File: src/hdl/ppi_pkg.sv
// ppi_pkg: shared types and constants for the pixel palette indexer
// no dependencies; imported by ppi_ctrl, ppi_dp and the top level

package ppi_pkg;

    // pixel and result field widths
    localparam int PIX_W   = 8;
    localparam int COLOR_W = 3 * PIX_W;
    localparam int INDEX_W = 4;
    localparam int COUNT_W = 5;

    // configuration port
    localparam int CFG_IDX_W  = 2;
    localparam int CFG_DATA_W = 2;

    localparam logic [CFG_IDX_W-1:0] CFG_SHIFT_ENABLE = 2'd0;
    localparam logic [CFG_IDX_W-1:0] CFG_SHIFT_AMOUNT = 2'd1;

    // output register occupancy
    typedef enum logic [0:0] {
        ST_EMPTY,
        ST_FULL
    } ppi_state_t;

    // controller to datapath commands
    typedef struct packed {
        logic load;     // take the input beat, update table, load output register
        logic cfg_we;   // write a configuration register
    } ppi_cmd_t;

endpackage

File: src/hdl/ppi_ctrl.sv
// ppi_ctrl: handshake controller, tracks whether the output register holds a beat
// depends on ppi_pkg

module ppi_ctrl
    import ppi_pkg::*;
(
    input  logic     clk,
    input  logic     rst_n,
    input  logic     s_tvalid,
    input  logic     m_tready,
    input  logic     cfg_valid,
    output logic     s_tready,
    output logic     m_tvalid,
    output logic     cfg_ready,
    output ppi_cmd_t cmd
);

    ppi_state_t state_reg;
    ppi_state_t state_next;
    logic       take_in;

    assign take_in = s_tvalid && s_tready;

    always_ff @(posedge clk or negedge rst_n)
    begin
        if (!rst_n)
        begin
            state_reg <= ST_EMPTY;
        end
        else
        begin
            state_reg <= state_next;
        end
    end

    // next state
    always_comb
    begin
        state_next = state_reg;
        case (state_reg)
            ST_EMPTY:
            begin
                if (take_in)
                begin
                    state_next = ST_FULL;
                end
            end
            ST_FULL:
            begin
                if (take_in)
                begin
                    state_next = ST_FULL;
                end
                else if (m_tready)
                begin
                    state_next = ST_EMPTY;
                end
            end
            default:
            begin
                state_next = ST_EMPTY;
            end
        endcase
    end

    // outputs
    always_comb
    begin
        s_tready   = 1'b0;
        m_tvalid   = 1'b0;
        cfg_ready  = 1'b1;
        cmd.cfg_we = cfg_valid;
        case (state_reg)
            ST_EMPTY:
            begin
                s_tready = 1'b1;
            end
            ST_FULL:
            begin
                m_tvalid = 1'b1;
                s_tready = m_tready;
            end
            default:
            begin
                s_tready = 1'b0;
            end
        endcase
        cmd.load = s_tvalid && s_tready;
    end

endmodule

File: src/hdl/ppi_dp.sv
// ppi_dp: color table, parallel match, priority encoder and output register
// depends on ppi_pkg; driven by ppi_ctrl commands

module ppi_dp
    import ppi_pkg::*;
#(
    parameter int TABLE_DEPTH = 16
)
(
    input  logic                  clk,
    input  logic                  rst_n,
    input  ppi_cmd_t              cmd,
    input  logic [PIX_W-1:0]      red,
    input  logic [PIX_W-1:0]      green,
    input  logic [PIX_W-1:0]      blue,
    input  logic                  first_pixel,
    input  logic [CFG_IDX_W-1:0]  cfg_index,
    input  logic [CFG_DATA_W-1:0] cfg_data,
    output logic [INDEX_W-1:0]    pixel_index,
    output logic                  new_color,
    output logic                  overflow,
    output logic [COUNT_W-1:0]    color_count
);

    localparam int IDX_W = $clog2(TABLE_DEPTH);
    localparam int CNT_W = $clog2(TABLE_DEPTH + 1);

    logic [COLOR_W-1:0] color_table_reg [TABLE_DEPTH];
    logic [CNT_W-1:0]   colors_used_reg;
    logic               shift_enable_reg;
    logic [1:0]         shift_amount_reg;

    logic [INDEX_W-1:0] index_reg;
    logic               new_color_reg;
    logic               overflow_reg;
    logic [COUNT_W-1:0] count_reg;

    logic [COLOR_W-1:0]       color;
    logic [CNT_W-1:0]         used_eff;
    logic [TABLE_DEPTH-1:0]   hit;
    logic                     found;
    logic [IDX_W-1:0]         hit_idx;
    logic                     full;
    logic                     add;
    logic                     ovf;
    logic [IDX_W-1:0]         idx;
    logic [IDX_W+INDEX_W-1:0] idx_ext;
    logic [INDEX_W-1:0]       idx4;
    logic [1:0]               idx_rot;
    logic [INDEX_W-1:0]       index_next;
    logic [CNT_W-1:0]         colors_used_next;
    logic [CNT_W+COUNT_W-1:0] count_ext;

    assign color    = {red, green, blue};
    assign used_eff = first_pixel ? '0 : colors_used_reg;

    // compare against every live entry
    always_comb
    begin
        for (int i = 0; i < TABLE_DEPTH; i++)
        begin
            hit[i] = (color_table_reg[i] == color) && (CNT_W'(i) < used_eff);
        end
    end

    // lowest matching entry wins
    always_comb
    begin
        hit_idx = '0;
        for (int i = TABLE_DEPTH - 1; i >= 0; i--)
        begin
            if (hit[i])
            begin
                hit_idx = IDX_W'(i);
            end
        end
    end

    assign found = |hit;
    assign full  = (used_eff == CNT_W'(TABLE_DEPTH));
    assign add   = !found && !full;
    assign ovf   = !found && full;
    assign idx   = found ? hit_idx : used_eff[IDX_W-1:0];

    assign colors_used_next = add ? used_eff + 1'b1 : used_eff;

    assign idx_ext = {{INDEX_W{1'b0}}, idx};
    assign idx4    = idx_ext[INDEX_W-1:0];
    assign idx_rot = idx4[1:0] + shift_amount_reg;

    always_comb
    begin
        if (ovf)
        begin
            index_next = '0;
        end
        else if (shift_enable_reg)
        begin
            index_next = {{(INDEX_W-2){1'b0}}, idx_rot};
        end
        else
        begin
            index_next = idx4;
        end
    end

    assign count_ext = {{COUNT_W{1'b0}}, colors_used_next};

    // control state
    always_ff @(posedge clk or negedge rst_n)
    begin
        if (!rst_n)
        begin
            colors_used_reg  <= '0;
            shift_enable_reg <= 1'b0;
            shift_amount_reg <= '0;
        end
        else
        begin
            if (cmd.load)
            begin
                colors_used_reg <= colors_used_next;
            end
            if (cmd.cfg_we)
            begin
                case (cfg_index)
                    CFG_SHIFT_ENABLE: shift_enable_reg <= cfg_data[0];
                    CFG_SHIFT_AMOUNT: shift_amount_reg <= cfg_data[1:0];
                    default:          ;
                endcase
            end
        end
    end

    // table entries and output register, no reset needed
    always_ff @(posedge clk)
    begin
        if (cmd.load)
        begin
            if (add)
            begin
                color_table_reg[used_eff[IDX_W-1:0]] <= color;
            end
            index_reg     <= index_next;
            new_color_reg <= add;
            overflow_reg  <= ovf;
            count_reg     <= count_ext[COUNT_W-1:0];
        end
    end

    assign pixel_index = index_reg;
    assign new_color   = new_color_reg;
    assign overflow    = overflow_reg;
    assign color_count = count_reg;

endmodule

File: src/hdl/pixel_palette_indexer.sv
// pixel_palette_indexer: top level, maps rgb pixels to first-seen palette indexes
// depends on ppi_pkg, ppi_ctrl and ppi_dp
//
//  channel   dir  handshake            payload
//  -------   ---  -------------------  ------------------------------------------
//  s_*       in   s_tvalid/s_tready    tdata: red, green, blue; tuser: first_pixel
//  m_*       out  m_tvalid/m_tready    tdata: pixel_index, color_count;
//                                      tuser: new_color, overflow
//  cfg_*     in   cfg_valid/cfg_ready  cfg_index, cfg_data (0 shift_enable,
//                                      1 shift_amount)
//
// one beat per cycle while the output is not stalled: the match over all
// table entries, the priority encoder and the table append all finish in
// the accepting cycle, and the output register takes the result at its end
// the output register is the only buffer: s_tready follows m_tready while a
// result waits, so a stalled output stalls input without losing a beat
// reset clears the color count and configuration; table contents are only
// read below the count, so they need no clearing
// cfg_ready is always high; write config only while the block is idle

module pixel_palette_indexer
    import ppi_pkg::*;
#(
    parameter int TABLE_DEPTH = 16
)
(
    input  logic                  clk,
    input  logic                  rst_n,
    // slave stream
    input  logic                  s_tvalid,
    output logic                  s_tready,
    input  logic [23:0]           s_tdata,   // [7:0] red, [15:8] green, [23:16] blue
    input  logic                  s_tuser,   // [0] first_pixel
    // master stream
    output logic                  m_tvalid,
    input  logic                  m_tready,
    output logic [15:0]           m_tdata,   // [3:0] pixel_index, [8:4] color_count, zero pad
    output logic [1:0]            m_tuser,   // [0] new_color, [1] overflow
    // configuration writes
    input  logic                  cfg_valid,
    output logic                  cfg_ready,
    input  logic [CFG_IDX_W-1:0]  cfg_index,
    input  logic [CFG_DATA_W-1:0] cfg_data
);

    ppi_cmd_t           cmd;
    logic [INDEX_W-1:0] pixel_index;
    logic               new_color;
    logic               overflow;
    logic [COUNT_W-1:0] color_count;

    // handshake and command sequencing
    ppi_ctrl u_ctrl
    (
        .clk       (clk),
        .rst_n     (rst_n),
        .s_tvalid  (s_tvalid),
        .m_tready  (m_tready),
        .cfg_valid (cfg_valid),
        .s_tready  (s_tready),
        .m_tvalid  (m_tvalid),
        .cfg_ready (cfg_ready),
        .cmd       (cmd)
    );

    // color table and result path
    ppi_dp #(
        .TABLE_DEPTH (TABLE_DEPTH)
    ) u_dp
    (
        .clk         (clk),
        .rst_n       (rst_n),
        .cmd         (cmd),
        .red         (s_tdata[7:0]),
        .green       (s_tdata[15:8]),
        .blue        (s_tdata[23:16]),
        .first_pixel (s_tuser),
        .cfg_index   (cfg_index),
        .cfg_data    (cfg_data),
        .pixel_index (pixel_index),
        .new_color   (new_color),
        .overflow    (overflow),
        .color_count (color_count)
    );

    // pack result beat
    assign m_tdata = {7'b0, color_count, pixel_index};
    assign m_tuser = {overflow, new_color};

endmodule

File: config.mk
export PLATFORM = sky130hd
export DESIGN_NAME = pixel_palette_indexer
export DESIGN_NICKNAME = d
export VERILOG_FILES = /design/src/hdl/ppi_pkg.sv /design/src/hdl/ppi_ctrl.sv /design/src/hdl/ppi_dp.sv /design/src/hdl/pixel_palette_indexer.sv
export SDC_FILE = /design/constraint.sdc
export NUM_CORES = 1
export LEC_CHECK = 0
export BUFFER_PORTS_ARGS = -buffer_cell sky130_fd_sc_hd__buf_4
export CAP_MARGIN = 20
export CORE_ASPECT_RATIO = 1.4
export CORE_MARGIN = 3
export CORE_UTILIZATION = 60
export DETAILED_ROUTE_END_ITERATION = 8
export PLACE_DENSITY = 0.79
export SYNTH_ARGS = -nofsm -noshare
export SYNTH_HDL_FRONTEND = slang
export SYNTH_SLANG_ARGS = --single-unit
File: constraint.sdc
create_clock -name clk -period 5.85 [get_ports clk]
set_input_delay 0.2925 -clock clk [delete_from_list [all_inputs] [get_ports clk]]
set_output_delay 0.2925 -clock clk [all_outputs]
set_load 0.05 [all_outputs]
* Word level (Yosys, flattened, before mapping)
Memories as Yosys holds them, arrays and structs flattened.
Index checks and enable logic that the tools add are counted.
Widths: inputs -> output; s select.
** Word-level totals
- Flip-flop bits (word level) :: 20
- Latch bits :: 0
- RAM bits :: 384
- Bits in read-only memories :: 0
- Bits of input ports :: 34
- Output and inout bits :: 21
- Word-level logic and storage cells :: 102
- Memories :: 1
** Memory list
- u_dp.color_table_reg :: depth 16, bits a word 24, rd ports 16, clocked after Yosys merged registers in 0, wr ports 1, RTL line ppi_dp.sv:28 : logic [COLOR_W-1:0] color_table_reg [TABLE_DEPTH];
** Operators by class
- $add $sub $neg :: 2
- Multipliers :: 0
- Div/mod/pow operators :: 0
- Magnitude comparators :: 16
- Equal/unequal tests :: 18
- Shifts and indexed selects :: 0
- Mux-type cells :: 29
- Bitwise gates (word level) :: 1
- Reduce and logical (&&, ||, !) cells :: 26
** Operators by type and width (number)
- $eq 24x24->1 :: 16
- $mux 4 :: 17
- $lt 4x5->1 const A :: 8
- $lt 3x5->1 const A :: 4
- $logic_and 1x1->1 :: 19
- $reduce_or 16->1 :: 1
- $lt 1x5->1 const A :: 2
- $lt 2x5->1 const A :: 2
- $mux 5 :: 2
- $mux 1 :: 7
- $add 5x1->5 const B :: 1
- $eq 5x5->1 const B :: 1
- $pmux 1 s2 :: 2
- $reduce_and 2->1 :: 2
- $add 2x2->2 :: 1
- $eq 2x1->1 const B :: 1
- $logic_not 1->1 :: 2
- $logic_not 2->1 :: 1
- $mux 2 :: 1
- $reduce_or 2->1 :: 1
- $not 1->1 :: 1

* Logic depth before layout (Yosys ltp)
Gate-level depths: netlist of the first run.
- Depth after elaboration :: 22
- Mapped depth :: 18

* Cells and area by module
A second synthesis of the first run with hierarchy kept.
** Second synthesis, totals
- Cell total of the unflattened synthesis :: 1350
- Area, all modules :: 18918.1 µm²
** By module, submodules not included
- ppi_dp :: times used 1, cells each 1332, area each 18766.7 µm², seq. area each 12061.6 µm²
- ppi_ctrl :: times used 1, cells each 8, area each 80.1 µm², seq. area each 25.0 µm²
- pixel_palette_indexer :: times used 1, cells each 10, area each 71.3 µm², seq. area each 0.0 µm²

* Worst setup path before layout of the first run
OpenSTA, ideal clock, no wires.
- Path type :: reg-to-reg
- Start point :: register u_dp.colors_used_reg[1]
- End point :: memory u_dp.color_table_reg[9][0] in the netlist's numbering, enable pin
- Library setup time :: 0.466 ns
- Arrival :: 4.544 ns
- Data required time :: 5.384 ns
- Path slack :: 0.840 ns
- Cell stages (with the launch flop) :: 12
- Cell sequence :: dfrtp_1 buf_6 or2_1 or4_4 nand4b_1 nor4_1 nor4_1 nand4b_1 nand4b_4 nor2_4 nand2_2 nor4_1
** On the way
- Word-level cells in the longest chain between the ends :: 9
- Elaborated cells between the ends (all ways) :: 41
- Classes of those cells :: order compare: 16; eq/ne: 1; mux: 4; reduce/logical: 20
** RTL lines
- from (decl) :: RTL line ppi_dp.sv:29 : logic [CNT_W-1:0] colors_used_reg;
- from (signal assigned) :: RTL line ppi_dp.sv:122 : colors_used_reg <= colors_used_next;
- $mux 5 (*) :: RTL line ppi_dp.sv:55 : assign used_eff = first_pixel ? '0 : colors_used_reg;
- $lt 1x5->1, or another cell as far along :: RTL line ppi_dp.sv:62 : hit[i] = (color_table_reg[i] == color) && (CNT_W'(i) < used_eff);
- $logic_and 1x1->1 :: RTL line ppi_dp.sv:62
- $reduce_or 16->1 :: RTL line ppi_dp.sv:79 : assign found = |hit;
- $logic_not 1->1 :: RTL line ppi_dp.sv:81 : assign add = !found && !full;
- $logic_and 1x1->1 (*) :: RTL line ppi_dp.sv:81
- via u_dp.add :: RTL line ppi_dp.sv:44 : logic add;
- $mux 1 (*) :: RTL line ppi_dp.sv:140 : if (add)
- $mux 1 (*) :: RTL line ppi_dp.sv:138 : if (cmd.load)
- $mux 1 (implied by the code) (*) :: RTL line ppi_dp.sv:142 : color_table_reg[used_eff[IDX_W-1:0]] <= color;
- to (decl) :: RTL line ppi_dp.sv:28
The timed path passes the listed nets; every way through them passes the cells marked *.

* Final worst setup path of the first run
- Start point :: register u_dp.colors_used_reg[1]
- End point :: register u_dp.index_reg[1] (netlist: u_dp.pixel_index[1]) (data pin)
** On the way
- Word-level cells in the longest chain between the ends :: 22
- Elaborated cells between the ends (all ways) :: 56
- Classes of those cells :: add/sub: 1; order compare: 16; eq/ne: 1; mux: 19; reduce/logical: 19
** RTL lines
- $mux 5 (*) :: RTL line ppi_dp.sv:55
- $lt 4x5->1 :: RTL line ppi_dp.sv:62
- $logic_and 1x1->1 :: RTL line ppi_dp.sv:62
- $mux 4 (16 in series) :: RTL line ppi_dp.sv:72 : if (hit[i])
- $mux 4 :: RTL line ppi_dp.sv:83 : assign idx = found ? hit_idx : used_eff[IDX_W-1:0];
- $add 2x2->2 :: RTL line ppi_dp.sv:89 : assign idx_rot = idx4[1:0] + shift_amount_reg;
- $mux 2 :: RTL line ppi_dp.sv:97 : else if (shift_enable_reg)
- to (signal assigned) :: RTL line ppi_dp.sv:144 : index_reg <= index_next;
- to (decl) :: RTL line ppi_dp.sv:33 : logic [INDEX_W-1:0] index_reg;
Mark *: on every way between the ends. The rest lies on a longest branch, timed or not.
A chain may end at the register's enable or synchronous reset.

==> impl_metrics.py, run 1 <==
metrics = {
    "run_status": {
        "status": "finished clean",
    },
    "detailed_routing": {
        "via_per_inst": 6.301,
        "drc": 0,
        "ant_nets": 0,
        "firstDrtPassIters": 5,
        "dr_total_vias": 11230,
        "post_drt_wl_per_cell_um": 25.30,
        "drt_iter0_markers": 1146,
        "wl_um": 45080,
    },
    "synthesis": {
        "synthMuxAreaShare_pct": 0.4081,
        "synth_simple_gate_area_share_pct": 12.00,
        "synth.yosys.warnings": 0,
        "synth_top_family_by_area": "XOR/XNOR gates",
        "netlist_instances": 1314,
        "yosysSeqAreaShare_pct": 64.63,
        "syn_avg_cell_area_sq_um": 14.23,
        "async_flop_share_pct": 2.228,
        "synth_edf_count": 395,
        "synth.distinct_cells": 69,
        "ys_ff_latch": 404,
        "synthXorXnorAreaFrac_pct": 18.59,
        "synth-compound-area-share_pct": 1.606,
        "synth-main-ff-cell": "edfxtp_1",
        "synth_area_sq_um": 18700,
        "yosys.area_share.adder_pct": 0.3345,
    },
    "timing": {
        "skew_ps": 15.17,
        "setup_viol": 0,
        "clock.fmax_ghz": 0.2323,
        "worst_pin_slew_ps": 926.2,
        "fin_setup_tns_ps": 0,
        "drv_slew": 0,
        "maxSlewHeadroom_pct": 37.69,
        "hold_viol_final": 0,
        "finalCriticalPeriod_ps": 4304,
        "rsz0062_at_grt": "false",
        "final.period_utilization_pct": 73.57,
    },
    "critical_path": {
        "rr_worst_depth": 16,
        "reg2reg_slack_ps": 1550,
        "required_ps": 6130,
        "start_kind": "flop",
        "timing.rr.end": "u_dp.pixel_index[1]",
        "cp_max_fo": 10,
        "r2r_start": "u_dp.colors_used_reg[1]",
        "max_stage_delay_ps": 700,
        "crit_top_cell": "a21oi_1",
        "critical_path_arrival_ps": 4580,
        "cp_cell_sequence": "nor2b_1, a21oi_1, nor4bb_1, nand3_1, nor4_1, nor3_1, nand4b_4, inv_2, a211oi_1, a21oi_1, ha_1, xor2_1, nand2_1, xnor2_1, o2bb2ai_1, a21o_1",
        "cp-end-kind": "flop",
        "path_class": "reg -> reg",
        "critPathSlowestCell": "nor4_1",
    },
    "place": {
        "dp.cells": 1707,
        "hpwl_um": 27220,
        "port-buffer-count": 46,
        "gp_congestion": 0.9153,
    },
    "die": {
        "die_w_um": 155.2,
        "core-area_sq_um": 30310,
        "row_count": 75,
        "ios": 55,
        "die_h_um": 214.9,
        "die_area_sq_um": 33350,
        "initial_utilization_pct": 61.70,
    },
    "min_path": {
        "whs_endpoint": "u_ctrl.state_reg",
        "min-delay-start": "m_tready",
        "worstHoldPathCells": 3,
        "hold_class": "in -> reg",
    },
    "global_route": {
        "grt_pass1_wl_um": 68050,
        "antenna_found_initial": 0,
        "overflow": 0,
        "grt_start_max_net_pins": 36,
        "grtUsageTotal_pct": 26.85,
        "grt_pass1_vias": 11320,
    },
    "cells_and_area": {
        "final_layout_size_suffix_gt1_share_pct": 12.03,
        "fin_cells": 1782,
        "syn_to_final_growth_pct": 10.92,
        "diodes": 0,
        "regArea_sq_um": 12090,
        "largest_register_ffs": 384,
        "nFillCells": 2100,
        "multi_input_area_sq_um": 6235,
        "layout.nets": 1410,
    },
    "power": {
        "p_per_area_nw_per_um2": 320.1,
        "power_leakage_nw": 6.811,
        "max-vdd-ir-drop_mv": 0.3002,
    },
    "clocking": {
        "post_cts_resized": 0,
        "htreeDepth": 2,
        "cts_tree": "built",
        "root_buffer": "clkbuf_16",
        "cts_buffer_depth": 3,
        "postCtsSetupRepairBufs": 0,
        "clkSinkCount": 404,
        "clk_latency_ps": 540,
        "numCtsBuffers": 38,
        "cts.reportedPaths.clkPinSlew_ps": 70,
    },
    "run": {
        "drv_cap": 0,
    },
}
[cell usage after synthesis (all sizes together) (3+ instances only)]
cell type | instances | share of area [%]
clkbuf | 3 | 0.060
nor4 | 105 | 3.5
nand4b | 12 | 0.64
or4 | 20 | 0.86
nand4 | 50 | 1.7
nor3b | 3 | 0.12
a211oi | 6 | 0.24
mux2 | 5 | 0.30
dfrtp | 9 | 1.2
nand2 | 41 | 0.84
a21oi | 11 | 0.29
nor2 | 65 | 1.3
nand2b | 7 | 0.23
xnor2 | 124 | 5.8
and3 | 3 | 0.10
or3 | 8 | 0.29
buf | 62 | 2.1
edfxtp | 395 | 63
nor2b | 7 | 0.23
xor2 | 273 | 13
or2 | 5 | 0.18
nor3 | 14 | 0.43
nand3 | 23 | 0.62
inv | 12 | 0.24
nor4b | 7 | 0.33
o21ai | 4 | 0.11
ha | 5 | 0.33
[timing repair]
item,4_1_cts,5_1_grt
endpoints found under the hold margin,13,0
hold buffers,4,0
setup endpoints to repair,0,0
[placed cells by master (no fill, tap or decap), types with 9 or more instances in the layout]
cell | Yosys | final
edfxtp_1 | 395 | 395
nor2_1 | 64 | 49
nor4_1 | 105 | 104
nand4b_1 | 11 | 11
nor3_1 | 12 | 12
inv_1 | 11 | 11
dfrtp_1 | 9 | 9
a21oi_1 | 11 | 11
xnor2_1 | 124 | 124
buf_4 | 24 | 60
nand2_1 | 40 | 40
buf_8 | 0 | 9
clkinv_2 | 0 | 9
xor2_1 | 273 | 273
nor2_2 | 0 | 15
nand3_1 | 23 | 23
clkbuf_16 | 0 | 41
or4_1 | 17 | 17
nand4_1 | 50 | 50
[power by group]
part	total, mW	switching, mW	leakage [nW]	internal (mW)
Combinational	0.806	0.553	2.54	0.252
Clock	2.43	1.04	0.601	1.39
Sequential	3.41	0.0987	3.67	3.31
[metal layers]
| layer | wire length (um) | up-vias | GRT usage [%] |
|---|---|---|---|
| met4 | 1880 | 0 | 10.04 |
| li1 | - | 4973 | - |
| met3 | 2966 | 114 | 3.663 |
| met1 | 17730 | 5621 | 35.47 |
| met5 | 0 | - | 0 |
| met2 | 22500 | 520 | 45.57 |
[layout make-up]
| type | count | share of cell area [%] |
|---|---|---|
| sequential | 404 | 58.27 |
| clock inverter | 15 | 0.6032 |
| tap | 385 | 2.322 |
| timing repair buffer | 76 | 3.306 |
| inverter | 12 | 0.2172 |
| clock buffer | 51 | 5.224 |
| multi-input combinational | 839 | 30.06 |
[worst max-delay path: cells and delay by family (launching register included)]
| kind | cells | cell delay, ps |
|---|---|---|
| AOI/OAI and AO/OA | 5 | 780 |
| xor gates and xnor gates | 2 | 290 |
| adders and majority gates | 1 | 210 |
| buffers and inverters | 1 | 80 |
| DFF | 1 | 550 |
| and+or+nand+nor | 7 | 2140 |
[per-stage QoR]
step	util, %	area, sq um	setup slack, ps	power [mW]	hold slack, ps
floorplan	-	18720	839.7	3.974	-3.091
global placement	63.67	19300	1446	4.231	148.1
detailed placement	64.07	19420	1444	4.258	147.6
CTS	68.19	20670	1459	6.663	52.91
global route	68.43	20740	1359	6.861	69.50
finish	68.43	20740	1546	6.640	76.65
[worst max path at each step]
stage,cells after the start,end,from
2_1_floorplan,11,u_dp.color_table_reg[9][0],u_dp.colors_used_reg[1]
3_3_place_gp,16,u_dp.pixel_index[1],s_tdata[4]
3_5_place_dp,16,u_dp.pixel_index[1],s_tdata[14]
4_1_cts,9,u_dp.color_table_reg[7][12],u_dp.colors_used_reg[3]
5_1_grt,16,u_dp.pixel_index[1],u_dp.colors_used_reg[1]
6_report,16,u_dp.pixel_index[1],u_dp.colors_used_reg[1]
[kinds of logic (layout without fill, tap and decap cells)]
logic type / count (synthesis) / in the layout
AO/OA/AOI/OAI: 40 / 40
other: 2 / 8
AND/OR/NAND/NOR: 382 / 382
buffers and inverters: 77 / 154
adder cells (fa/ha/maj): 5 / 5
flip-flops: 404 / 404
XOR/XNOR: 397 / 397
multiplexers: 7 / 7
(Power assumes the default switching activity.)
==> inputs of run 2 (changes only) <==
- clock period: 5.85 -> 4.4 ns (I/O delays scaled with it)
==> impl_metrics.py, run 2 (same netlist as run 1, synthesis figures left out) <==
metrics = {
    "run_status": {
        "status": "finished clean",
    },
    "power": {
        "p_int_mw": 6.717,
        "power_switching_mw": 2.334,
        "p_per_area_nw_per_um2": 424.7,
        "combPwrFrac_pct": 12.7,
        "max-vdd-ir-drop_mv": 0.3668,
        "power_leakage_nw": 7.130,
        "power_frac_seq_pct": 50.0,
        "switching_share_pct": 25.79,
        "clockPowerShare_pct": 37.3,
    },
    "detailed_routing": {
        "drt_iter0_markers": 1051,
        "drc": 0,
        "wl_um": 47670,
        "ant_nets": 0,
        "firstDrtPassIters": 5,
        "dr_total_vias": 11520,
        "via_per_inst": 6.242,
        "post_drt_wl_per_cell_um": 25.84,
    },
    "place": {
        "gp_congestion": 0.9184,
        "port-buffer-count": 46,
        "placed_area_sq_um": 19950,
        "hpwl_um": 31220,
        "dp.cells": 1765,
    },
    "clocking": {
        "post_cts_resized": 0,
        "root_buffer": "clkbuf_16",
        "clkSinkCount": 404,
        "cts_tree": "built",
        "htreeDepth": 2,
        "numCtsBuffers": 40,
        "postCtsSetupRepairBufs": 0,
        "clk_latency_ps": 550,
        "cts.reportedPaths.clkPinSlew_ps": 60,
        "cts_buffer_depth": 3,
    },
    "cells_and_area": {
        "largest_register_ffs": 384,
        "diodes": 0,
        "syn_to_final_growth_pct": 13.96,
        "mostFrequentLayoutCells": "395 x edfxtp_1, 273 x xor2_1, 124 x xnor2_1, 113 x buf_4, 104 x nor4_1",
        "layout.nets": 1468,
        "final_common_cell": "edfxtp_1",
        "fin_cells": 1845,
        "finalInstanceArea_sq_um": 21310,
        "nFillCells": 2045,
        "final_layout_size_suffix_gt1_share_pct": 15.62,
    },
    "timing": {
        "finalCriticalPeriod_ps": 4052,
        "worst_pin_slew_ps": 1043,
        "maxSlewHeadroom_pct": 29.53,
        "skew_ps": 18.48,
        "final.period_utilization_pct": 92.10,
        "clock.fmax_ghz": 0.2468,
        "hold_viol_final": 0,
        "drv_slew": 0,
        "fin_setup_tns_ps": 0,
        "fin_worst_hold_slack_ps": 30.34,
        "rsz0062_at_grt": "false",
        "setup_viol": 0,
    },
    "die": {
        "core-area_sq_um": 30310,
        "row_count": 75,
        "ios": 55,
        "die_w_um": 155.2,
        "die_h_um": 214.9,
        "die_area_sq_um": 33350,
        "initial_utilization_pct": 61.70,
    },
    "critical_path": {
        "start_kind": "flop",
        "critical_path_arrival_ps": 4350,
        "required_ps": 4700,
        "cp-end-kind": "flop",
        "path_class": "reg -> reg",
        "cp_max_fo": 10,
    },
    "global_route": {
        "antenna_found_initial": 0,
        "grtUsageTotal_pct": 28.39,
        "grt_pass1_wl_um": 70820,
        "grt_start_max_net_pins": 30,
        "overflow": 0,
        "grt_pass1_vias": 11630,
    },
    "run": {
        "drv_cap": 0,
    },
    "min_path": {
        "hold_class": "in -> reg",
    },
}
-- run 2: critical path, stage by stage (launching register included) --
cell       delay (ps)
dfrtp_1           590
nor2b_1           430
a21oi_1           190
nor4bb_1          360
nand3_1           140
nor4_1            410
buf_4             230
a211oi_1           50
a21oi_1           270
a211oi_1          110
a21oi_1           130
ha_1              170
xor2_1            150
nand2_1           130
xnor2_1           150
o2bb2ai_1         130
a21o_1            160
-- run 2: final timing paths --
| kind | startpoint | to | slack, ps | depth (start not counted) |
|---|---|---|---|---|
| min in group asynchronous | rst_n | u_dp.colors_used_reg[2] | 40 | 2 |
| hold reg to reg | u_dp.shift_amount_reg[0] | u_dp.shift_amount_reg[0] | 590 | 1 |
| hold / removal | s_tdata[3] | u_dp.color_table_reg[12][19] | 30 | 1 |
| setup / recovery | u_dp.colors_used_reg[1] | u_dp.pixel_index[1] | 350 | 16 |
| max in group asynchronous | rst_n | u_dp.shift_enable_reg | 4210 | 2 |
| setup reg to reg | u_dp.colors_used_reg[1] | u_dp.pixel_index[1] | 350 | 16 |
-- run 2: repair_timing --
item | CTS | global route
endpoints found under the hold margin | 15 | 0
setup endpoints to repair | 0 | 0
hold buffers | 7 | 0
-- run 2: power groups by stage --
stage | clock network (mW) | registers [mW] | logic (mW)
finish | 3.38 | 4.52 | 1.15
floorplan | 0 | 4.59 | 0.690
detailed placement | 0 | 4.60 | 1.13
global route | 3.57 | 4.53 | 1.23
CTS | 3.42 | 4.52 | 1.15
global placement | 0 | 4.59 | 1.12
-- run 2: cell type report --
type	count	area, sq um	area share, %
clock inverters	30	261.5	1.227
inverters	12	45.04	0.2114
multi-input cells	839	6243	29.30
well taps	385	481.7	2.260
repair buffers	132	1159	5.437
clock buffers	43	1033	4.850
flip-flops and latches	404	12090	56.72
-- run 2: metal layers --
| layer | track usage (%) | vias to the layer above | wire [um] |
|---|---|---|---|
| met1 | 38.45 | 5780 | 19040 |
| met2 | 46.44 | 520 | 23310 |
| li1 | - | 5099 | - |
| met5 | 0 | - | 0 |
| met4 | 12.47 | 0 | 2176 |
| met3 | 3.663 | 118 | 3147 |
-- run 2: per-stage QoR --
stage / setup WS, ps / util [%] / power (mW)
2_1_floorplan: 402.5 / - / 5.284
3_5_place_dp: 442.6 / 65.80 / 5.732
3_3_place_gp: 366.9 / 65.80 / 5.714
4_1_cts: 416.1 / 70.31 / 9.085
6_report: 347.6 / 70.31 / 9.051
5_1_grt: 25.79 / 70.31 / 9.337
==> inputs of run 3 (changes only) <==
- SYNTH_HIERARCHICAL: default -> 1
==> impl_metrics.py, run 3 <==
metrics = {
    "run": {
        "drv_cap": 0,
    },
    "timing": {
        "maxSlewHeadroom_pct": 42.61,
        "rsz0062_at_grt": "false",
        "setup_viol": 0,
        "drv_slew": 0,
        "clock.fmax_ghz": 0.2389,
        "final.period_utilization_pct": 95.14,
        "setup_slack_ps": 213.9,
        "hold_viol_final": 0,
        "skew_ps": 13.71,
        "worst_pin_slew_ps": 852.9,
        "finalCriticalPeriod_ps": 4186,
        "fin_worst_hold_slack_ps": 59.07,
        "fin_setup_tns_ps": 0,
    },
    "detailed_routing": {
        "dr_total_vias": 11940,
        "drc": 0,
        "firstDrtPassIters": 5,
        "post_drt_wl_per_cell_um": 26.44,
        "ant_nets": 0,
        "wl_um": 49580,
        "via_per_inst": 6.367,
        "drt_iter0_markers": 1233,
    },
    "synthesis": {
        "synth.distinct_cells": 67,
        "async_flop_share_pct": 2.228,
        "yosysSeqAreaShare_pct": 63.89,
        "synth_edf_count": 395,
        "synth_largest_area_cell": "edfxtp_1",
        "synth.yosys.warnings": 6,
        "synth.most_common_cell": "edfxtp_1",
        "netlist.area_leader.share_pct": 62.70,
        "synth_area_sq_um": 18920,
        "synth_simple_gate_area_share_pct": 13.20,
        "synthXorXnorAreaFrac_pct": 18.06,
        "syn_avg_cell_area_sq_um": 14.01,
        "synth-compound-area-share_pct": 1.898,
        "synth_top_cells_by_count": "395 x edfxtp_1, 256 x xor2_1, 134 x xnor2_1, 119 x nor4_1, 58 x nand4_1",
        "netlist_instances": 1350,
        "ys_ff_latch": 404,
        "synth_top_family_by_area": "XOR/XNOR gates",
        "yosys.area_share.adder_pct": 0.3307,
        "yosys-top-cells-area": "edfxtp_1 63%, xor2_1 12%, xnor2_1 6.2%",
        "synth-main-ff-cell": "edfxtp_1",
        "synthMuxAreaShare_pct": 0.4101,
    },
    "clocking": {
        "clk_latency_ps": 540,
        "cts_buffer_depth": 3,
        "cts_tree": "built",
        "cts.reportedPaths.clkPinSlew_ps": 60,
        "htreeDepth": 2,
        "root_buffer": "clkbuf_16",
        "numCtsBuffers": 39,
        "post_cts_resized": 0,
        "clkSinkCount": 404,
    },
    "cells_and_area": {
        "largest_register_ffs": 384,
        "diodes": 0,
        "layout.nets": 1495,
        "final_common_cell": "edfxtp_1",
        "final_layout_size_suffix_gt1_share_pct": 15.15,
        "mostFrequentLayoutCells": "395 x edfxtp_1, 256 x xor2_1, 134 x xnor2_1, 118 x buf_4, 115 x nor4_1",
        "finalInstanceArea_sq_um": 21510,
        "syn_to_final_growth_pct": 13.69,
    },
    "global_route": {
        "grt_pass1_wl_um": 74170,
        "antenna_found_initial": 0,
        "grt_start_max_net_pins": 33,
        "grtUsageTotal_pct": 29.59,
        "overflow": 0,
        "grt_pass1_vias": 12010,
    },
    "die": {
        "ios": 55,
        "die_area_sq_um": 33730,
        "die_w_um": 156.1,
        "initial_utilization_pct": 61.21,
        "core-area_sq_um": 30900,
        "row_count": 76,
        "die_h_um": 216.1,
    },
    "power": {
        "power_leakage_nw": 7.109,
        "max-vdd-ir-drop_mv": 0.3523,
        "total_power_mw": 8.927,
        "p_per_area_nw_per_um2": 415.0,
    },
    "critical_path": {
        "r2r_start": "u_dp/colors_used_reg[2]",
        "cp_cell_sequence": "buf_4, o21a_1, nor2_1, or4_1, o41ai_1, nor3_1, and4_1, a22oi_1, ha_1, xor2_1, nand2_1, xnor2_1, a32oi_1, a21bo_1",
        "max_stage_delay_ps": 800,
        "startpoint": "u_dp/colors_used_reg[2]",
        "cp-endpoint": "u_dp/pixel_index[1]",
        "path_class": "reg -> reg",
        "start_kind": "flop",
        "critPathSlowestCell": "o41ai_1",
        "timing.rr.end": "u_dp/pixel_index[1]",
        "required_ps": 4690,
        "cp-end-kind": "flop",
        "cp_max_fo": 15,
        "reg2reg_slack_ps": 210,
        "rr_worst_depth": 14,
        "critical_path_arrival_ps": 4470,
    },
    "place": {
        "placed_area_sq_um": 20170,
        "port-buffer-count": 46,
        "hpwl_um": 32400,
        "gp_congestion": 0.9811,
        "dp_worst_setup_slack_ps": 368.6,
    },
    "run_status": {
        "status": "finished clean",
    },
    "min_path": {
        "hold_class": "in -> reg",
    },
}
[run 3: cell types whose count changed after synthesis, moves of 6 or more]
cell | previous run | this run
and4_1 | 2 | 11
buf_2 | 35 | 47
buf_4 | 24 | 13
clkbuf_1 | 3 | 11
nand4_1 | 50 | 58
nor2_1 | 64 | 51
nor3_1 | 12 | 18
nor4_1 | 105 | 119
or3b_2 | 2 | 8
xnor2_1 | 124 | 134
xor2_1 | 273 | 256
[run 3: how the worst min path moves through the flow]
stage,start,end,slack (ps),depth (start not counted)
2_1_floorplan,rst_n,u_ctrl/state_reg,-80,0
5_1_grt,cfg_index[1],u_dp/shift_enable_reg,50,3
3_3_place_gp,rst_n,u_ctrl/state_reg,70,1
3_5_place_dp,rst_n,u_ctrl/state_reg,70,1
4_1_cts,cfg_index[1],u_dp/shift_enable_reg,40,3
6_report,cfg_index[1],u_dp/shift_enable_reg,60,3
[run 3: final cells by class]
cell class | instances | area [sq um]
inverters | 9 | 33.78
multi-input cells | 871 | 6514
clock inverters | 18 | 182.7
well taps | 390 | 488.0
flip-flops and latches | 404 | 12090
fillers | 2047 | 9397
repair buffers | 131 | 1096
clock buffers | 52 | 1107
[run 3: repair_timing]
| item | in CTS | in global routing |
|---|---|---|
| hold buffers | 5 | 0 |
| setup buffers | 0 | 0 |
| endpoints found under the hold margin | 13 | 0 |
[run 3: logic make-up (layout without fill, tap and decap cells)]
logic type / after synthesis / after routing
AOI/OAI and AO/OA: 45 / 45
xor gates and xnor gates: 390 / 390
adders and majority gates: 5 / 5
buffers and inverters: 81 / 210
DFF: 404 / 404
muxes: 7 / 7
other: 2 / 8
and+or+nand+nor: 416 / 416
[run 3: report_power, final]
group | switching (mW) | total (mW) | internal [mW]
logic | 0.733 | 1.09 | 0.357
registers | 0.0944 | 4.46 | 4.36
clock network | 1.38 | 3.38 | 2.00
total | 2.21 | 8.93 | 6.72
[run 3: stage by stage]
step / util (%) / std cells
3_3_place_gp: 65.26 / 1800
2_1_floorplan: - / 1356
3_5_place_dp: 65.26 / 1800
6_report: 69.60 / 1875
4_1_cts: 69.60 / 1875
5_1_grt: 69.60 / 1875
[run 3: critical path: cells and delay by family, from the launching register on]
| kind | cells | cell delay, ps |
|---|---|---|
| compound gates | 5 | 1520 |
| xor+xnor | 2 | 290 |
| fa+ha+maj | 1 | 190 |
| buf+inv | 1 | 290 |
| flops | 1 | 560 |
| simple gates | 5 | 1090 |
[run 3: layer usage]
| layer | wire length, um | global-route usage, % |
|---|---|---|
| met1 | 19480 | 40.11 |
| met2 | 23970 | 47.73 |
| met3 | 3838 | 4.535 |
| met4 | 2291 | 13.05 |
| met5 | 0 | 0 |
